File: src/hdl/oaht_pkg.sv
// Shared constants, types and helpers for the open-address hash table unit.
// No dependencies.
`timescale 1ns / 1ps
`default_nettype none
package oaht_pkg;
  localparam int TableSlots = 64;
  localparam int SlotW = $clog2(TableSlots);
  localparam int KeyChars = 32;
  localparam int KeyBits = 256;
  localparam int KeyWords = 4;
  localparam int CharCntW = 6;
  localparam logic [30:0] ModP = 31'h7FFF_FFFF;
  localparam logic [31:0] PhiFix = 32'h9E37_79B9;

  localparam logic CMD_LOOKUP = 1'b0;
  localparam logic CMD_INSERT = 1'b1;

  localparam logic [1:0] ST_OK = 2'd0;
  localparam logic [1:0] ST_ABSENT = 2'd1;
  localparam logic [1:0] ST_FULL = 2'd2;

  localparam logic [1:0] MARK_EMPTY = 2'd0;
  localparam logic [1:0] MARK_FILLED = 2'd1;

  typedef struct packed {
    logic load;
    logic hash_step;
    logic map_mul;
    logic map_home;
    logic probe_start;
    logic probe_next;
    logic cmp_start;
    logic cmp_step;
    logic write_step;
  } oaht_cmd_t;

  typedef struct packed {
    logic clearing;
    logic hash_done;
    logic mark_empty;
    logic mark_filled;
    logic cmp_done;
    logic cmp_equal;
    logic write_done;
  } oaht_stat_t;

  function automatic logic [30:0] mod_add(input logic [30:0] a, input logic [30:0] b);
    logic [31:0] s;
    s = {1'b0, a} + {1'b0, b};
    if (s >= {1'b0, ModP}) s = s - {1'b0, ModP};
    return s[30:0];
  endfunction
endpackage
`default_nettype wire

File: src/hdl/oaht_ctrl.sv
// Controller state machine for the hash table unit.
// Depends on oaht_pkg.
`timescale 1ns / 1ps
`default_nettype none
module oaht_ctrl import oaht_pkg::*; (
  input  wire logic       clk,
  input  wire logic       rst,
  input  wire logic       in_valid,
  input  wire logic       in_command,
  output logic            in_stall,
  output logic            out_valid,
  input  wire logic       out_stall,
  output oaht_cmd_t       cmd,
  input  oaht_stat_t      stat,
  output logic [1:0]      res_status,
  output logic            res_use_slot
);
  localparam logic [3:0] S_IDLE = 4'd0, S_HASH = 4'd1, S_MUL = 4'd2, S_HOME = 4'd3,
    S_RD = 4'd4, S_EVAL = 4'd5, S_CMP = 4'd6, S_WRITE = 4'd7, S_OUT = 4'd8,
    S_SCAN = 4'd9, S_SEVAL = 4'd10;

  logic [3:0] state, state_next;
  logic insert;
  logic [SlotW:0] probes, probes_next;
  logic [1:0] status_next;
  logic use_next;

  assign in_stall = (state != S_IDLE) || stat.clearing;
  assign out_valid = (state == S_OUT);

  always_comb begin
    state_next = state;
    cmd = '0;
    probes_next = probes;
    status_next = res_status;
    use_next = res_use_slot;
    case (state)
      S_IDLE: begin
        if (in_valid && !stat.clearing) begin
          cmd.load = 1'b1;
          state_next = S_HASH;
        end
      end
      S_HASH: begin
        cmd.hash_step = 1'b1;
        if (stat.hash_done) state_next = S_MUL;
      end
      S_MUL: begin
        cmd.map_mul = 1'b1;
        state_next = S_HOME;
      end
      S_HOME: begin
        cmd.map_home = 1'b1;
        cmd.probe_start = 1'b1;
        probes_next = '0;
        state_next = S_RD;
      end
      S_RD: state_next = S_EVAL;
      S_EVAL: begin
        if (probes == (SlotW + 1)'(TableSlots)) begin
          if (insert) begin
            cmd.probe_start = 1'b1;
            probes_next = '0;
            state_next = S_SCAN;
          end else begin
            status_next = ST_ABSENT;
            use_next = 1'b0;
            state_next = S_OUT;
          end
        end else if (stat.mark_empty) begin
          if (insert) begin
            cmd.probe_start = 1'b1;
            probes_next = '0;
            state_next = S_SCAN;
          end else begin
            status_next = ST_ABSENT;
            use_next = 1'b0;
            state_next = S_OUT;
          end
        end else if (stat.mark_filled) begin
          cmd.cmp_start = 1'b1;
          state_next = S_CMP;
        end else begin
          cmd.probe_next = 1'b1;
          probes_next = probes + 1'b1;
          state_next = S_RD;
        end
      end
      S_CMP: begin
        cmd.cmp_step = 1'b1;
        if (stat.cmp_done) begin
          if (stat.cmp_equal) begin
            if (insert) begin
              state_next = S_WRITE;
            end else begin
              status_next = ST_OK;
              use_next = 1'b1;
              state_next = S_OUT;
            end
          end else begin
            cmd.probe_next = 1'b1;
            probes_next = probes + 1'b1;
            state_next = S_RD;
          end
        end
      end
      S_SCAN: state_next = S_SEVAL;
      S_SEVAL: begin
        if (probes == (SlotW + 1)'(TableSlots)) begin
          status_next = ST_FULL;
          use_next = 1'b0;
          state_next = S_OUT;
        end else if (!stat.mark_filled) begin
          state_next = S_WRITE;
        end else begin
          cmd.probe_next = 1'b1;
          probes_next = probes + 1'b1;
          state_next = S_SCAN;
        end
      end
      S_WRITE: begin
        cmd.write_step = 1'b1;
        if (stat.write_done) begin
          status_next = ST_OK;
          use_next = 1'b1;
          state_next = S_OUT;
        end
      end
      S_OUT: begin
        if (!out_stall) state_next = S_IDLE;
      end
      default: state_next = S_IDLE;
    endcase
  end

  always_ff @(posedge clk) begin
    if (rst) begin
      state <= S_IDLE;
      probes <= '0;
      res_status <= ST_OK;
      res_use_slot <= 1'b0;
      insert <= 1'b0;
    end else begin
      state <= state_next;
      probes <= probes_next;
      res_status <= status_next;
      res_use_slot <= use_next;
      if (cmd.load) insert <= (in_command == CMD_INSERT);
    end
  end
endmodule
`default_nettype wire

File: config.mk
export PLATFORM = sky130hd
export DESIGN_NAME = oaht_ctrl
export DESIGN_NICKNAME = d
export VERILOG_FILES = /design/src/hdl/oaht_pkg.sv /design/src/hdl/oaht_ctrl.sv
export SDC_FILE = /design/constraint.sdc
export NUM_CORES = 1
export LEC_CHECK = 0
export BUFFER_PORTS_ARGS = -buffer_cell sky130_fd_sc_hd__buf_4
export CORE_MARGIN = 2
export CORE_UTILIZATION = 50
export DETAILED_ROUTE_END_ITERATION = 10
export PLACE_DENSITY = 0.74
export SLEW_MARGIN = 20
export SYNTH_ARGS = -nofsm -noshare
export SYNTH_HDL_FRONTEND = slang
export SYNTH_SLANG_ARGS = --single-unit
File: constraint.sdc
create_clock -name clk -period 4.81 [get_ports clk]
set_input_delay 0.2405 -clock clk [delete_from_list [all_inputs] [get_ports clk]]
set_output_delay 0.2405 -clock clk [all_outputs]
set_load 0.005 [all_outputs]
==> flow_summary.ini, run 1 <==
[sta]
rsz0062_at_grt = no
drv_slew = 0
final.setup.tns_ns = 0
post-route-min-period_ns = 2.304
fin_skew_ns = 0.003292
worst_pin_slew_ns = 0.6738
fin_ws_ns = 2.506
max-slew-margin-rel_pct = 55.02
finalHoldViolCount = 0
setup_viol_count_final = 0
timing.fmax_mhz = 434.0
min_period_over_period_pct = 47.90

[route]
dr.pass1.iters = 4
finalWirelength_um = 3030
viasPerCell = 6.187
drtIter0Drc = 62
drcViolationCount = 0
wl_per_cell_um = 14.50
drtAntennaViolNets = 0
via_count = 1293

[run_status]
outcome = completed

[worst_setup_path]
critPathMaxStageDelay_ns = 0.77
crit_start = state[2]$_SDFFE_PP0P_
cp-end-kind = output pin
cp.required_ns = 4.57
crit_path_start_kind = flop
crit_fanout = 23
crit_cells = 4
r2r-start = state[2]$_SDFFE_PP0P_
worst-r2r-cell-count = 5
critPathTopFamily = flip-flops
crit_slowest_cell = dfxtp_1
crit_chain = nand2b_1 -> or2_1 -> o21ai_1 -> buf_4
arrival_ns = 2.06
crit_type = flop to output pin
rrSetupSlack_ns = 2.76
cp_num_buf_inv = 1

[floorplan]
core_um2 = 2255
io_pins = 26
fp-row-count = 17
die_h_um = 53.47
dieWidth_um = 53.47
start_util_pct = 54.27
die-area_um2 = 2859

[synth]
yosys_warnings = 0
postSynthAreaPerCell_um2 = 7.648
synthCells = 160
synth_area_um2 = 1224
async_flop_share_pct = 0
synth_fp_nets = 174
synth_seq_cells = 15
synth_edf_count = 0
synth_cell_types = 48
synth_seq_area_share_pct = 24.54
ys.flop_type = dfxtp_1

[cells_and_area]
finalInstanceArea_um2 = 1438
n_antenna_cell = 0
utilization_pct = 63.76
multi_input_area_um2 = 853.3
regArea_um2 = 300.3
drive_gt1_share_pct = 19.34
fillers = 218
fin_nets = 196
fin_cells = 209
syn_to_final_growth_pct = 17.48

[grt]
gr-usage-all-layers_pct = 24.04
grt_max_degree = 24
antenna_found_initial = 0
grt_pass1_wl_um = 5078
grt_pass1_vias = 1136
grt_overflow_total = 0

[clock_tree]
cts_buffers = 3
cts_resized = 0
clk_pin_slew_ns = 0.09
cts.sinks = 15
clock_latency_ns = 0.29
cts_buffer_depth = 2
cts_tree = done
cts_root_buffer = clkbuf_4
cts_hold_buf = 0
postCtsSetupRepairBufs = 0
htreeDepth = 1

[flow_run]
maxCapViolCount = 0

[hold_path]
hold_class = input port to flop
holdCritStartpoint = in_command
whs_path_depth = 3

[placed_design]
gp_congestion = 0.8914
dp.cells = 205
portBuffers = 25
dpl_cell_area_um2 = 1410
place.detailed.hpwl_um = 2289
place_ws_ns = 2.810

[power]
p_leak_nw = 0.5362
ir_drop_mv = 0.1116
power-per-cell-area_nw_per_um2 = 184.8
-- worst min-delay path: cells and delay by family --
family,cells,cell delay (ns)
buffers and inverters,1,0.08
multiplexers,1,0.05
AND/OR/NAND/NOR,1,0.07
-- cell usage after synthesis, types with 3 or more instances --
cell type / number / area (µm²)
dfxtp_1: 15 / 300.3
nand2_1: 14 / 52.55
a21oi_1: 12 / 60.06
nand2b_1: 11 / 68.82
nor2_1: 10 / 37.54
inv_1: 9 / 33.78
o21ai_0: 7 / 35.03
buf_2: 5 / 25.02
o21ai_1: 5 / 25.02
a31oi_1: 4 / 25.02
o32ai_1: 4 / 35.03
a21o_1: 3 / 22.52
a22oi_1: 3 / 22.52
and3_1: 3 / 18.77
clkbuf_1: 3 / 11.26
nand3_1: 3 / 15.01
nand4bb_1: 3 / 33.78
nor2b_1: 3 / 18.77
nor3_1: 3 / 15.01
or3_1: 3 / 18.77
-- power breakdown --
part           switching [mW]  total (mW)  internal, mW
combinational          0.0271      0.0554        0.0283
sequential            0.00922       0.136         0.127
clock                  0.0435      0.0745        0.0310
-- path summary, 6_finish.rpt --
check / end
setup / recovery: cmd[3]
hold / removal: insert$_SDFFE_PP0P_
setup reg to reg: probes[3]$_SDFFE_PP0P_
hold reg to reg: res_status[0]$_SDFFE_PP0P_
-- logic make-up after synthesis --
kind of cell             count (synthesis)  share of synthesized area (%)
AO/OA/AOI/OAI                           59                          33.64
adder cells (fa/ha/maj)                  2                          2.045
buffers and inverters                   17                          5.725
flip-flops                              15                          24.54
multiplexers                             1                         0.8180
AND/OR/NAND/NOR                         66                          33.23
-- metal layers --
layer,wire length (µm),vias to the layer above,track usage (%)
met5,0,-,0
met4,22,0,6.410
met3,176,4,3.390
met2,1391,37,36.83
met1,1440,606,34.77
li1,-,646,-
-- sequential cells by signal (all words and copies together) (netlist names) --
register	count
probes	7
res_use_slot	1
state	4
insert	1
res_status	2
-- final cells by class --
cell class | count | share of cell area, %
multi-input cells | 128 | 59.36
well taps | 28 | 2.437
flip-flops and latches | 15 | 20.89
clock buffers | 3 | 1.567
clock inverters | 1 | 0.3481
repair buffers | 25 | 13.05
inverters | 9 | 2.350
-- metrics by stage --
step                hold WS (ns)  total power, mW
floorplan                 0.3877           0.1721
global placement          0.4546           0.1932
detailed placement        0.4629           0.1934
CTS                       0.1795           0.2683
global route              0.1820           0.2796
finish                    0.1780           0.2657
-- layout by cell type, fill, tap and decap left out, drive strengths merged, types with 2 or more instances in the layout --
master / netlist / layout
nand3: 3 / 3
a31oi: 4 / 4
o32ai: 4 / 4
nor2b: 3 / 3
and3: 3 / 3
nor2: 10 / 10
a22oi: 3 / 3
and2: 2 / 2
a2bb2oi: 2 / 2
o211ai: 2 / 2
or3: 3 / 3
dfxtp: 15 / 15
inv: 9 / 9
clkbuf: 3 / 3
nor4b: 2 / 2
o21ai: 12 / 12
nand2: 15 / 15
nand4bb: 3 / 3
o2bb2ai: 2 / 2
a21o: 3 / 3
a311oi: 2 / 2
a21oi: 12 / 12
nor3: 4 / 4
a211oi: 4 / 4
buf: 5 / 25
nand2b: 11 / 11
o2111ai: 2 / 2
ha: 2 / 2
and4bb: 2 / 2
(Power assumes the default switching activity.)
==> inputs of run 2 (changes only) <==
- CORE_UTILIZATION: 50 -> 49
- PLACE_DENSITY: 0.74 -> 0.76
- clock period: 4.81 -> 2.1 ns (I/O delays scaled with it)
==> flow_summary.ini, run 2 (synthesized netlist as in run 1, its figures left out) <==
[run_status]
outcome = completed

[grt]
grt_pass1_wl_um = 5616
met3_usage_pct = 4.167
top_usage_layer = met2
grt_max_degree = 18
gr-usage-all-layers_pct = 26.09
antenna_found_initial = 0
use_met2_pct = 42.48
grt_use_met1_pct = 35.07
grt_overflow_total = 0
grt_pass1_vias = 1245

[sta]
fin_skew_ns = 0.005219
final.setup.tns_ns = 0
post-route-min-period_ns = 1.931
timing.fmax_mhz = 517.8
worst_pin_slew_ns = 0.4615
max-slew-margin-rel_pct = 68.95
drv_slew = 0
min_period_over_period_pct = 91.96
finalHoldViolCount = 0
rsz0062_at_grt = no
setup_viol_count_final = 0

[power]
total_power_uw = 627.1
p_leak_nw = 0.5681
ir_drop_mv = 0.3407
power-per-cell-area_nw_per_um2 = 418.7

[route]
viasPerCell = 6.488
drtIter0Drc = 55
drtAntennaViolNets = 0
drcViolationCount = 0
wl_per_cell_um = 15.83
dr.pass1.iters = 4
finalWirelength_um = 3436
via_count = 1408

[worst_setup_path]
cp-end-kind = flop
r2r-start = state[2]$_SDFFE_PP0P_
arrival_ns = 2.12
crit_path_start_kind = flop
crit_type = flop to flop
worst-r2r-cell-count = 6
r2r-end = state[3]$_SDFFE_PP0P_
rrSetupSlack_ns = 0.17
cp.required_ns = 2.28
crit_fanout = 14
crit_start = state[2]$_SDFFE_PP0P_
cp-endpoint = state[3]$_SDFFE_PP0P_

[placed_design]
place.detailed.hpwl_um = 2603
gp_congestion = 0.8828
portBuffers = 25

[cells_and_area]
utilization_pct = 62.15
syn_to_final_growth_pct = 22.39
fin_nets = 202
layout_common_cells = buf_4, nand2_1, dfxtp_1
fillers = 210
largest_register_ffs = 7
n_antenna_cell = 0
final_common_cell = buf_4
top_regs = probes: 7 flops, state: 4 flops, res_status: 2 flops
regMostFlops = probes
drive_gt1_share_pct = 21.93

[clock_tree]
cts_hold_buf = 0
cts_root_buffer = clkbuf_4
clock_latency_ns = 0.29
cts_buffer_depth = 2
cts.sinks = 15
clk_pin_slew_ns = 0.09
cts_tree = done
cts_buffers = 3
htreeDepth = 1

[floorplan]
io_pins = 26
die_h_um = 53.97
core_um2 = 2410
dieWidth_um = 53.97
die-area_um2 = 2913
start_util_pct = 50.78
fp-row-count = 18

[hold_path]
hold_class = input port to flop

[flow_run]
maxCapViolCount = 0
## run 2: cell types whose count changed in the layout (fill, tap and decap cells not counted), sizes merged
| cell | previous run | this run |
|---|---|---|
| clkbuf | 3 | 4 |
| clkinv | 1 | 0 |
| buf | 25 | 31 |
## run 2: cell type report
class | instances | area [µm²] | area share [%]
multi-input cells | 128 | 853.3 | 56.98
inverters | 9 | 33.78 | 2.256
flip-flops and latches | 15 | 301.5 | 20.13
clock buffers | 4 | 26.28 | 1.754
well taps | 30 | 37.54 | 2.506
repair buffers | 31 | 245.2 | 16.37
## run 2: repair_timing
action                                  4_1_cts  5_1_grt
gates resized for setup                       0        1
endpoints found under the setup margin        0       11
buffers inserted                              0        1
## run 2: routing by layer
layer	vias up	share of wire, %
li1	662	-
met1	652	42
met2	79	47
met3	15	8.6
met4	0	2.8
met5	-	0
## run 2: where the power goes
part | total (mW) | switching [mW] | leakage (nW) | internal (mW)
Sequential | 0.312 | 0.0206 | 0.121 | 0.291
Combinational | 0.144 | 0.0705 | 0.432 | 0.0737
Clock | 0.171 | 0.0974 | 0.0150 | 0.0739
## run 2: worst min path at each step
stage                           from                   to  slack, ns  cells after the start
after floorplan           in_command  insert$_SDFFE_PP0P_       0.25                      2
after global placement    in_command  insert$_SDFFE_PP0P_       0.34                      3
after detailed placement  in_command  insert$_SDFFE_PP0P_       0.36                      3
after CTS                 in_command  insert$_SDFFE_PP0P_       0.07                      3
after global routing      in_command  insert$_SDFFE_PP0P_       0.09                      3
final                     in_command  insert$_SDFFE_PP0P_       0.06                      3
## run 2: metrics by stage
step | instance area, µm² | setup WS (ns) | hold slack [ns] | cells
2_1_floorplan | 1224 | 0.4996 | 0.2522 | 160
3_3_place_gp | 1450 | 0.2352 | 0.3444 | 212
3_5_place_dp | 1450 | 0.1655 | 0.3628 | 212
4_1_cts | 1476 | 0.08394 | 0.06647 | 216
5_1_grt | 1498 | 0.02193 | 0.08894 | 217
6_report | 1498 | 0.1688 | 0.06423 | 217
## run 2: worst max-delay path, stage by stage, from the launching register on
cell and delay (ns):
dfxtp_1 0.42, buf_4 0.23, nor4_1 0.45, a22oi_1 0.21, o2111ai_1 0.27, a31o_1 0.18
a21oi_1 0.07
==> inputs of run 3 (changes only) <==
- CORE_MARGIN: 2 -> 1
- REMOVE_ABC_BUFFERS: default -> 1
==> flow_summary.ini, run 3 (synthesized netlist as in run 1, its figures left out) <==
[hold_path]
hold_class = input port to flop

[sta]
worst_pin_slew_ns = 0.4459
drv_slew = 0
final.setup.tns_ns = 0
min_period_over_period_pct = 93.12
post-route-min-period_ns = 1.955
timing.fmax_mhz = 511.4
finalHoldViolCount = 0
rsz0062_at_grt = no
max-slew-margin-rel_pct = 70.00
setup_viol_count_final = 0
fin_skew_ns = 0.006537

[flow_run]
maxCapViolCount = 0

[cells_and_area]
syn_to_final_growth_pct = 21.27
final_common_cell = buf_4
drive_gt1_share_pct = 22.46
utilization_pct = 65.20
largest_register_ffs = 7
regMostFlops = probes
n_antenna_cell = 0
fin_nets = 202
top_regs = probes: 7 flops, state: 4 flops, res_status: 2 flops
layout_common_cells = buf_4, nand2_1, dfxtp_1

[placed_design]
place.detailed.hpwl_um = 2408
gp_congestion = 1.044
portBuffers = 25

[clock_tree]
postCtsSetupRepairBufs = 0
htreeDepth = 1
cts_root_buffer = clkbuf_4
cts_buffer_depth = 2
clk_pin_slew_ns = 0.09
cts_buffers = 3
clock_latency_ns = 0.29
cts_tree = done
cts.sinks = 15

[worst_setup_path]
crit_fanout = 11
crit_path_start_kind = flop
arrival_ns = 2.12
cp-end-kind = flop
crit_type = flop to flop
cp.required_ns = 2.27

[route]
route.met3.wl_um = 303
viasPerCell = 6.442
drcViolationCount = 0
drtIter0Drc = 69
wl_met2_um = 1501
wl_per_cell_um = 15.26
drt-met1-wl_um = 1450
drtAntennaViolNets = 0
dr.max_layer_used = met4
via_count = 1385
dr.pass1.iters = 4
finalWirelength_um = 3281

[floorplan]
io_pins = 26
core_um2 = 2276
dieWidth_um = 51.97
die_h_um = 51.97
start_util_pct = 53.77
die-area_um2 = 2701
fp-row-count = 17

[grt]
grt_max_degree = 18
antenna_found_initial = 0
grt_overflow_total = 0
grt_pass1_wl_um = 5485
grt_pass1_vias = 1229
gr-usage-all-layers_pct = 26.96

[power]
power-per-cell-area_nw_per_um2 = 418.2
p_leak_nw = 0.5668
ir_drop_mv = 0.3431

[run_status]
outcome = completed
-- run 3: cell types whose count changed in the layout (fill, tap and decap cells not counted), sizes merged --
cell,delta
clkbuf,-1
clkinv,+1
-- run 3: metal layers --
layer / global-route usage (%) / vias up
met5: 0 / -
met4: 4.505 / 0
met3: 7.018 / 4
met2: 43.80 / 75
met1: 35.78 / 649
li1: - / 657
-- run 3: worst paths after layout --
| kind | end | cells past startpoint | startpoint | slack (ns) |
|---|---|---|---|---|
| hold / removal | insert$_SDFFE_PP0P_ | 3 | in_command | 0.07 |
| setup reg to reg | probes[4]$_SDFFE_PP0P_ | 6 | state[1]$_SDFFE_PP0P_ | 0.14 |
| hold reg to reg | res_status[0]$_SDFFE_PP0P_ | 1 | res_status[0]$_SDFFE_PP0P_ | 0.48 |
| setup / recovery | probes[4]$_SDFFE_PP0P_ | 6 | state[1]$_SDFFE_PP0P_ | 0.14 |
-- run 3: power by group --
part / internal (mW) / switching, mW
combinational: 0.0703 / 0.0680
sequential: 0.291 / 0.0185
clock: 0.0710 / 0.102
total: 0.432 / 0.188
-- run 3: timing repair --
| action | in CTS | in global routing |
|---|---|---|
| resized for setup | 0 | 1 |
| hold buffers | 0 | 0 |
| endpoints found under the setup margin | 0 | 2 |
-- run 3: area by class of cell --
| class | count | area (µm²) |
|---|---|---|
| fill | 208 | 792.0 |
| inverter | 9 | 33.78 |
| tap | 28 | 35.03 |
| clock buffer | 3 | 22.52 |
| multi-input combinational | 128 | 853.3 |
| clock inverter | 1 | 5.005 |
| sequential | 15 | 301.5 |
| timing repair buffer | 31 | 232.7 |
-- run 3: per-stage QoR --
stage                     setup WS [ns]  power [mW]  cell area, µm²  hold slack [ns]  instances
after floorplan                  0.3298      0.3858            1187           0.1696        152
after CTS                       0.09290      0.6192            1483          0.06239        215
final                            0.1446      0.6205            1484          0.06884        215
after detailed placement         0.1963      0.4501            1455           0.3603        211
after global placement           0.2595      0.4471            1455           0.3484        211
after global routing            0.05142      0.6482            1484          0.09913        215
-- run 3: worst max-delay path, cell delays in order, from the launching register on --
cell and delay [ns]:
dfxtp_1 0.45, buf_4 0.23, nand4bb_1 0.20, a311oi_1 0.32, a31oi_1 0.14, nor3_4 0.38
a21oi_1 0.11
